`config.mk`:
```
export PLATFORM = sky130hd
export DESIGN_NAME = rmst_front
export DESIGN_NICKNAME = d
export VERILOG_FILES = /design/src/hw/rtl/rmst_pkg.sv /design/src/hw/rtl/rmst_front.sv
export SDC_FILE = /design/constraint.sdc
export NUM_CORES = 1
export LEC_CHECK = 0
export ABC_AREA = 1
export BUFFER_PORTS_ARGS = -buffer_cell sky130_fd_sc_hd__buf_2
export CORE_ASPECT_RATIO = 1.4
export CORE_MARGIN = 1
export CORE_UTILIZATION = 54
export DETAILED_ROUTE_END_ITERATION = 7
export PLACE_DENSITY = 0.77
export SLEW_MARGIN = 5
export SYNTH_ARGS = -nofsm -noshare
export SYNTH_HDL_FRONTEND = slang
export SYNTH_SLANG_ARGS = --single-unit
```
`constraint.sdc`:
```
create_clock -name clk -period 4.2 [get_ports clk]
set_input_delay 0.84 -clock clk [delete_from_list [all_inputs] [get_ports clk]]
set_output_delay 0.84 -clock clk [all_outputs]
set_load 0.02 [all_outputs]
```
`src/hw/rtl/rmst_pkg.sv`:
```
// shared types and codes for the range modulo sum tree block
package rmst_pkg;

  localparam int SUM_W = 42;
  localparam int VAL_W = 32;
  localparam int IDX_W = 10;
  localparam int LEN_W = 11;

  localparam logic [1:0] OP_SUM = 2'd0;
  localparam logic [1:0] OP_MOD = 2'd1;
  localparam logic [1:0] OP_SET = 2'd2;

  typedef enum logic [1:0] {
    KIND_SUM,
    KIND_MOD,
    KIND_SET,
    KIND_BAD
  } kind_t;

  typedef struct packed {
    logic [1:0]       operation;
    logic [IDX_W-1:0] left_index;
    logic [IDX_W-1:0] right_index;
    logic [VAL_W-1:0] operand_value;
  } in_item_t;

  typedef struct packed {
    logic [SUM_W-1:0] range_total;
    logic             bad_request;
  } out_item_t;

  typedef struct packed {
    kind_t            kind;
    logic [IDX_W-1:0] left_index;
    logic [IDX_W-1:0] right_index;
    logic [VAL_W-1:0] operand_value;
  } job_t;

endpackage

```
`src/hw/rtl/rmst_front.sv`:
```
// front end: checks and classifies requests, holds them in a two-entry queue
module rmst_front #(
  parameter int LEAVES = 1024,
  localparam int LW = $clog2(LEAVES + 1)
) (
  input  logic               clk,
  input  logic               rst,
  input  logic               push,
  input  rmst_pkg::in_item_t request,
  output logic               full,
  input  logic [LW-1:0]      len,
  input  logic               clearing,
  output logic               job_valid,
  output rmst_pkg::job_t     job,
  input  logic               job_take
);

  rmst_pkg::job_t q [2];
  logic           wr;
  logic           rd;
  logic [1:0]     cnt;
  logic           accept;
  logic           range_ok;
  logic           left_ok;
  rmst_pkg::job_t fresh;

  always_comb begin
    range_ok = (request.left_index <= request.right_index) &&
               (32'(request.right_index) < 32'(len));
    left_ok  = 32'(request.left_index) < 32'(len);
    fresh.left_index    = request.left_index;
    fresh.right_index   = request.right_index;
    fresh.operand_value = request.operand_value;
    case (request.operation)
      rmst_pkg::OP_SUM: fresh.kind = range_ok ? rmst_pkg::KIND_SUM : rmst_pkg::KIND_BAD;
      rmst_pkg::OP_MOD: fresh.kind = (range_ok && request.operand_value != '0) ?
                                     rmst_pkg::KIND_MOD : rmst_pkg::KIND_BAD;
      rmst_pkg::OP_SET: fresh.kind = left_ok ? rmst_pkg::KIND_SET : rmst_pkg::KIND_BAD;
      default:          fresh.kind = rmst_pkg::KIND_BAD;
    endcase
  end

  assign full      = (cnt == 2'd2) || clearing;
  assign accept    = push && !full;
  assign job_valid = cnt != 2'd0;
  assign job       = q[rd];

  always_ff @(posedge clk) begin
    if (rst) begin
      wr  <= 1'b0;
      rd  <= 1'b0;
      cnt <= '0;
    end else begin
      if (accept) begin
        wr <= !wr;
      end
      if (job_take) begin
        rd <= !rd;
      end
      cnt <= cnt + {1'b0, accept} - {1'b0, job_take};
    end
  end

  always_ff @(posedge clk) begin
    if (accept) begin
      q[wr] <= fresh;
    end
  end

endmodule

```
# After elaboration in Yosys (flattened, before gate mapping)
# Memories as Yosys holds them, arrays and structs flattened. A register that Yosys moved wholly into a read port is not among the register bits.
# Cells that the tools add are included.
# totals
mem_count	1
mem_bits_rw	108
reg_bits	4
inputBits	70
# mem_list
memory	words	word_bits	rd	rd_ports_with_merged_regs	wr	line_no	source
q	2	54	1	1	1	rmst_front.sv:18	rmst_pkg::job_t q [2];
# classes
eq_ne	3
magnitude_cmp	3
n_reduce_logical	10
mux	8
add_sub_neg	2
# ops
cell	count
nonzero test 32 bit	1
less-than comparator 10 x 11 -> 1 bit	2
<= comparator 10 bit	1
case mux 2 bit (3 select lines)	1
two-way mux 1 bit	5
equality test 2 bit, second input constant	2
two-way mux 2 bit	2
logical AND 1 bit	3
zero test 1 bit	3
adder 2 x 1 -> 2 bit	1
equality test 2 x 1 -> 1 bit, second input constant	1
zero test 2 bit	1
nonzero test 2 bit	1
subtractor 2 x 1 -> 2 bit	1
logical OR 1 bit	1

# Logic depth before layout (Yosys ltp)
# Gate-level depths: netlist (run 1).
# logic_depth
word_depth	6
depth_mapped	12

# Worst setup path after synthesis (run 1)
# No wires, ideal clock.
# synth_timing
path_kind	input-to-reg
from	input clearing
to	memory q[1][0] (netlist name), enable pin
setup_time_ns	0.468
n_path_buf	0
required_time_ns	3.732
slack_ns	0.397
t_arrival_ns	3.335
path_stages	3
cell_sequence	inv_1 nand3_1 nor2_1
# synth_between
elab_chain_len	5
# synth_lines
element	line_no	source
start: declaration	rmst_front.sv:12	input logic clearing,
logical OR 1 bit	rmst_front.sv:43	assign full = (cnt == 2'd2) || clearing;
zero test 1 bit	rmst_front.sv:44	assign accept = push && !full;
logical AND 1 bit	rmst_front.sv:44	
two-way mux 1 bit	rmst_front.sv:65	if (accept) begin
two-way mux 1 bit (implied by the code)	rmst_front.sv:66	q[wr] <= fresh;
end: declaration	rmst_front.sv:18	
# Every way passes these cells.

==> results.py, run 1 <==
metrics = {
    "clocking": {
        "worst_skew_pair.late_latency_ns": 0.40,
        "post_cts.resized_instances": 0,
        "cts_tree": "built",
        "clock_tree.root_cell": "clkbuf_16",
        "postCtsSetupBuffers": 0,
        "hold_buffers": 0,
        "cts_inserted_buffers": 17,
        "clock_sinks": 113,
        "cts.clk_slew.worst_paths_ns": 0.05,
        "cts-root-to-sink-buffers": 2,
        "cts_htree_levels": 4,
    },
    "cells_and_area": {
        "syn_to_final_growth_pct": 23.6,
        "sequential_area_sq_um": 3350,
        "fillers": 680,
        "insertedDiodeCount": 0,
        "final_net_count": 597,
        "multi_input_area_sq_um": 1700,
        "utilization_pct": 68.6,
        "layout_cell_share_with_drive_strength_beyond_1_pct": 42.0,
    },
    "pwr": {
        "power_report.internal_total_mw": 2.27,
        "power.density_nw_per_um2": 455,
        "clock_power_share_pct": 41.1,
        "power.leakage_nw": 2.84,
        "power_mw": 2.95,
        "share_comb_of_total_power_pct": 13.5,
        "max-vdd-ir-drop_mv": 0.270,
        "p_sw_mw": 0.682,
        "power_frac_seq_pct": 45.4,
        "power.switching_fraction_pct": 23.1,
    },
    "floorplan": {
        "die_area_sq_um": 10100,
        "num_rows": 42,
        "ports_placed_on_the_boundary": 126,
        "chip_height_um": 119,
        "die_w_um": 85.3,
        "initial_core_util_pct": 55.5,
        "core_area_sq_um": 9460,
    },
    "critical_path": {
        "cp_num_buf_inv": 1,
        "timing.critical_path.slowest_cell_delay_ns": 0.99,
        "r2r_end": "q[1][51]",
        "cp-start-kind": "flip-flop",
        "critical-path-top-delay-family": "flip-flops",
        "worst-endpoint-arrival_ns": 1.99,
        "worst_path_max_delay_cell": "dfxtp_4",
        "worstSetupPathType": "flip-flop to output pin",
        "crit_path_end": "job[2]",
        "crit_path_cell_trace": "mux2_2 -> buf_2",
        "rrSetupSlack_ns": 2.36,
        "crit_end_element": "output pin",
        "path_depth": 2,
        "maximum_fanout_along_the_worst_path": 54,
        "timing.reg2reg.worst_path_depth": 5,
        "r2r-start": "cnt[0]",
        "timing.critical_path.required_ns": 3.36,
    },
    "sta": {
        "holdWs_ns": 0.511,
        "final_max_slew_viol_count": 0,
        "setup-tns-final_ns": 0,
        "fmax_ghz": 0.353,
        "final_worst_path_cycle_share_pct": 67.5,
        "final_hold_viol_count": 0,
        "finalClockSkew_ns": 0.00858,
        "timing.max_slew.rel_slack_pct": 33.5,
        "transition_at_the_pin_with_the_smallest_max_transition_slack_ns": 0.997,
        "finalSetupViolations": 0,
        "finalWorstPathRequiredPeriod_ns": 2.83,
        "grt_setup_unrepaired": "false",
    },
    "synth": {
        "syn-num-nets": 457,
        "synth_sequential_area_ratio_pct": 63.7,
        "yosysUniqueCellTypes": 27,
        "mappedNetlistArea_sq_um": 5250,
        "avgSynthCellArea_sq_um": 14.7,
        "syn-instance-count": 357,
        "synth-async-reset-ratio_pct": 0,
        "post-synth-top-area-fraction_pct": 61.8,
        "synth.ff_latch_count": 113,
        "yosysWarnings": 0,
        "synthMostInstantiatedCell": "edfxtp_1",
        "synth.largest_area_cell": "edfxtp_1",
        "synth_common_cells": "edfxtp_1 (108), mux2_4 (50), nand2_1 (46)",
        "netlist_top_cells_area": "edfxtp_1 (62%), mux2_4 (14%), ha_1 (7.2%), nand2_1 (3.3%), inv_1 (3.0%)",
        "yosys_most_used_dff": "edfxtp_1",
        "count_of_flip_flops_with_a_built_in_enable_after_synthesis": 108,
    },
    "run": {
        "max-cap-violations": 0,
    },
    "detailed_routing": {
        "route.detailed.vias_per_inst": 5.12,
        "dr.first_iter.drc_count": 165,
        "remaining_drc_errors": 0,
        "postRouteWirelength_um": 9340,
        "route.antenna.remaining_nets": 0,
        "avg_wl_per_cell_um": 15.1,
        "dr_total_vias": 3157,
        "drtPass1Iterations": 4,
    },
    "place": {
        "port_buffers": 125,
        "final_replace_weighted_congestion": 0.831,
        "post-dp-hpwl_um": 6500,
    },
    "grt": {
        "wire_length_of_the_first_global_routing_pass_um": 14700,
        "grt_start_max_net_pins": 56,
        "global_route.overflow_total": 0,
        "grt_util_all_layers_pct": 19.6,
        "antenna_found_initial": 0,
        "grt_pass1_vias": 3067,
    },
    "worst_hold_path": {
        "path_class_of_the_lowest_slack_min_delay_path": "flip-flop to flip-flop",
    },
    "run_status": {
        "status": "finished clean",
    },
}
-- cells by family (layout without fill, tap and decap cells) --
kind of cell | Yosys count | in the layout | share of synthesized area (%)
flops | 113 | 113 | 63.7
mux | 54 | 54 | 15.2
compound gates | 10 | 10 | 0.977
xor+xnor | 2 | 2 | 0.334
fa+ha+maj | 30 | 30 | 7.15
buf+inv | 49 | 199 | 4.29
simple gates | 99 | 99 | 8.39
-- flip-flops by register name, indices dropped and copies added (netlist names), named ones only --
signal  count
q         108
cnt         2
rd          1
wr          1
-- power groups by stage --
stage | Sequential [mW] | Clock (mW) | Combinational, mW
2_1_floorplan | 1.33 | 0 | 0.296
3_3_place_gp | 1.36 | 0 | 0.392
3_5_place_dp | 1.36 | 0 | 0.400
4_1_cts | 1.34 | 1.24 | 0.402
5_1_grt | 1.34 | 1.29 | 0.434
6_report | 1.34 | 1.21 | 0.398
-- cell type report --
type | count | area share [%]
Inverter | 43 | 2.49
Timing Repair Buffer | 127 | 9.87
Multi-Input combinational cell | 195 | 26.1
Clock buffer | 19 | 6.67
Sequential cell | 113 | 51.6
Tap cell | 110 | 2.12
Clock inverter | 10 | 1.12
-- through the flow --
| step | setup slack, ns | std cells | area [sq um] |
|---|---|---|---|
| finish | 1.37 | 617 | 6490 |
| global route | 1.27 | 617 | 6490 |
| CTS | 1.32 | 617 | 6490 |
| detailed placement | 1.76 | 588 | 5980 |
| global placement | 1.77 | 588 | 5980 |
| floorplan | 0.397 | 357 | 5250 |
-- routing by layer --
| metal | part of all wire (%) | vias to the layer above | GRT usage (%) |
|---|---|---|---|
| li1 | - | 1550 | - |
| met1 | 41 | 1485 | 23.0 |
| met2 | 52 | 112 | 33.1 |
| met3 | 5.7 | 10 | 6.35 |
| met4 | 1.0 | 0 | 7.92 |
| met5 | 0 | - | 0 |
-- worst register-to-register path, stage by stage, from the launching register on --
cell and delay (ns):
dfxtp_1 0.33, inv_1 0.06, nand2_1 0.07, nand3_1 0.23, nor2_4 0.15, buf_4 0.60
-- cells in the final DEF (no fill, tap or decap), types with 2 or more instances in the layout --
cell / netlist / routed
buf_2: 0 / 125
edfxtp_1: 108 / 108
mux2_4: 50 / 50
nand2_1: 46 / 46
inv_1: 42 / 42
ha_1: 30 / 30
nor2_1: 28 / 26
clkbuf_16: 0 / 17
a21oi_1: 8 / 8
nand3_1: 7 / 7
nand4_1: 5 / 5
mux2_2: 4 / 4
clkinv_1: 0 / 4
clkinv_2: 0 / 4
dfxtp_1: 5 / 4
nor2_4: 1 / 3
nor2_2: 2 / 2
nor3_1: 2 / 2
xnor2_1: 2 / 2
nor3b_1: 2 / 2
clkbuf_1: 0 / 2
buf_4: 1 / 2
-- how the worst min path moves through the flow --
stage | start | to | depth (start not counted)
2_1_floorplan | rd | flip-flop | 2
3_3_place_gp | rd | rd | 2
4_1_cts | rd | rd | 2
6_report | rd | rd | 2
5_1_grt | rd | flip-flop | 2
3_5_place_dp | rd | rd | 2
No activity file was read; power rests on OpenSTA's default activity.
==> run 2, diff against run 1 <==
CORE_UTILIZATION = 48   (was 54)
PLACE_DENSITY = 0.73   (was 0.77)
clock period = 2.55 ns   (was 4.2 ns; I/O delays follow)
==> results.py, run 2 (same netlist as run 1, synthesis figures left out) <==
metrics = {
    "run_status": {
        "status": "finished clean",
    },
    "critical_path": {
        "timing.critical_path.slowest_cell_delay_ns": 0.54,
        "timing.critical_path.required_ns": 2.04,
        "crit_end_element": "output pin",
        "maximum_fanout_along_the_worst_path": 16,
        "cp_num_buf_inv": 2,
        "worst-endpoint-arrival_ns": 1.78,
        "worst_path_max_delay_cell": "dfxtp_4",
        "crit_path_cell_trace": "buf_4 -> mux2_4 -> buf_2",
        "critical-path-top-delay-family": "flip-flops",
        "worstSetupPathType": "flip-flop to output pin",
        "cp-start-kind": "flip-flop",
    },
    "grt": {
        "antenna_found_initial": 0,
        "global_route.overflow_total": 0,
        "global_route.peak_usage_layer": "met2",
        "grt_use_met2_pct": 32.6,
        "grt_start_max_net_pins": 56,
        "grt_util_all_layers_pct": 17.9,
        "grtUsageMet1_pct": 19.0,
        "groute.layer.met3.usage_pct": 5.80,
        "grt_pass1_vias": 3331,
        "wire_length_of_the_first_global_routing_pass_um": 15400,
    },
    "clocking": {
        "worst_skew_pair.late_latency_ns": 0.40,
        "cts_inserted_buffers": 17,
        "clock_tree.root_cell": "clkbuf_16",
        "hold_buffers": 0,
        "cts_tree": "built",
        "cts_htree_levels": 4,
        "cts.clk_slew.worst_paths_ns": 0.05,
        "post_cts.resized_instances": 0,
        "clock_sinks": 113,
        "cts-root-to-sink-buffers": 2,
        "postCtsSetupBuffers": 0,
    },
    "worst_hold_path": {
        "path_class_of_the_lowest_slack_min_delay_path": "input port to flip-flop",
    },
    "sta": {
        "finalClockSkew_ns": 0.00767,
        "fmax_ghz": 0.436,
        "final_hold_viol_count": 0,
        "finalSetupViolations": 0,
        "final_worst_path_cycle_share_pct": 89.9,
        "holdWs_ns": 0.314,
        "finalWorstPathRequiredPeriod_ns": 2.29,
        "timing.max_slew.rel_slack_pct": 78.4,
        "transition_at_the_pin_with_the_smallest_max_transition_slack_ns": 0.324,
        "final_max_slew_viol_count": 0,
        "grt_setup_unrepaired": "false",
    },
    "floorplan": {
        "ports_placed_on_the_boundary": 126,
        "die_area_sq_um": 11400,
        "num_rows": 44,
        "chip_height_um": 126,
        "die_w_um": 90.4,
        "core_area_sq_um": 10500,
        "initial_core_util_pct": 49.9,
    },
    "detailed_routing": {
        "avg_wl_per_cell_um": 14.7,
        "route.detailed.vias_per_inst": 4.97,
        "postRouteWirelength_um": 9560,
        "dr_total_vias": 3231,
        "dr.first_iter.drc_count": 130,
        "remaining_drc_errors": 0,
        "drtPass1Iterations": 4,
        "route.antenna.remaining_nets": 0,
    },
    "place": {
        "dp.cells": 618,
        "final_replace_weighted_congestion": 0.758,
        "post-dp-hpwl_um": 6850,
        "cell_area_after_placement_sq_um": 6070,
        "port_buffers": 125,
    },
    "cells_and_area": {
        "layout.cells.most_common_list": "buf_2 (125), edfxtp_1 (108), mux2_4 (50)",
        "syn_to_final_growth_pct": 27.4,
        "largest_register_ffs": 108,
        "design_area_sq_um": 6690,
        "insertedDiodeCount": 0,
        "final_net_count": 599,
        "layout_commonest_cell": "buf_2",
        "layout.cells.non_filler": 650,
        "top_regs": "q (108), cnt (2)",
        "largest_register": "q",
        "layout_cell_share_with_drive_strength_beyond_1_pct": 43.2,
    },
    "pwr": {
        "max-vdd-ir-drop_mv": 0.502,
        "power_report.internal_total_mw": 4.07,
        "p_sw_mw": 1.21,
        "share_comb_of_total_power_pct": 13.2,
        "clock_power_share_pct": 45.7,
        "power_mw": 5.28,
        "power.switching_fraction_pct": 23.0,
        "power.leakage_nw": 2.90,
        "power_frac_seq_pct": 41.1,
        "power.density_nw_per_um2": 791,
    },
    "run": {
        "max-cap-violations": 0,
    },
}
## run 2: layout make-up
class                      instances  area [sq um]
inverter                          43           161
sequential                       113          3350
clock buffer                      17           425
fill                             832          3830
tap                              138           173
timing repair buffer             129           693
clock inverter                    15           190
multi-input combinational        195          1700
## run 2: final timing paths
path          startpoint        to  slack (ns)  cells past startpoint
min          request[31]  q[0][31]        0.31                      1
max reg2reg       cnt[0]    cnt[1]        0.79                      9
min reg2reg           rd        rd        0.52                      2
max            flip-flop   job[52]        0.26                      3
## run 2: worst register-to-register path, delay by kind of cell (launching register included)
family        cells  cell delay, ns
fa+ha+maj         2            0.55
simple gates      4            0.54
flops             1            0.33
xor+xnor          1            0.18
buf+inv           2            0.09
## run 2: metal layers
metal / vias up / wire [um]
met2: 122 / 5130
li1: 1556 / -
met5: - / 0
met3: 14 / 547
met1: 1539 / 3740
met4: 0 / 142
## run 2: power by group through the flow
stage	sequential, mW	clock (mW)	combinational (mW)
floorplan	2.19	0	0.489
global placement	2.20	0	0.690
detailed placement	2.21	0	0.705
CTS	2.17	2.46	0.710
global route	2.18	2.53	0.763
finish	2.17	2.42	0.698
## run 2: through the flow
step                      setup slack (ns)  utilization [%]  setup TNS, ns
after global routing                 0.171             63.6              0
final                                0.258             63.6              0
after CTS                            0.213             63.6              0
after detailed placement             0.540             57.7              0
after global placement               0.574             57.7              0
after floorplan                    -0.0362                -          -2.87
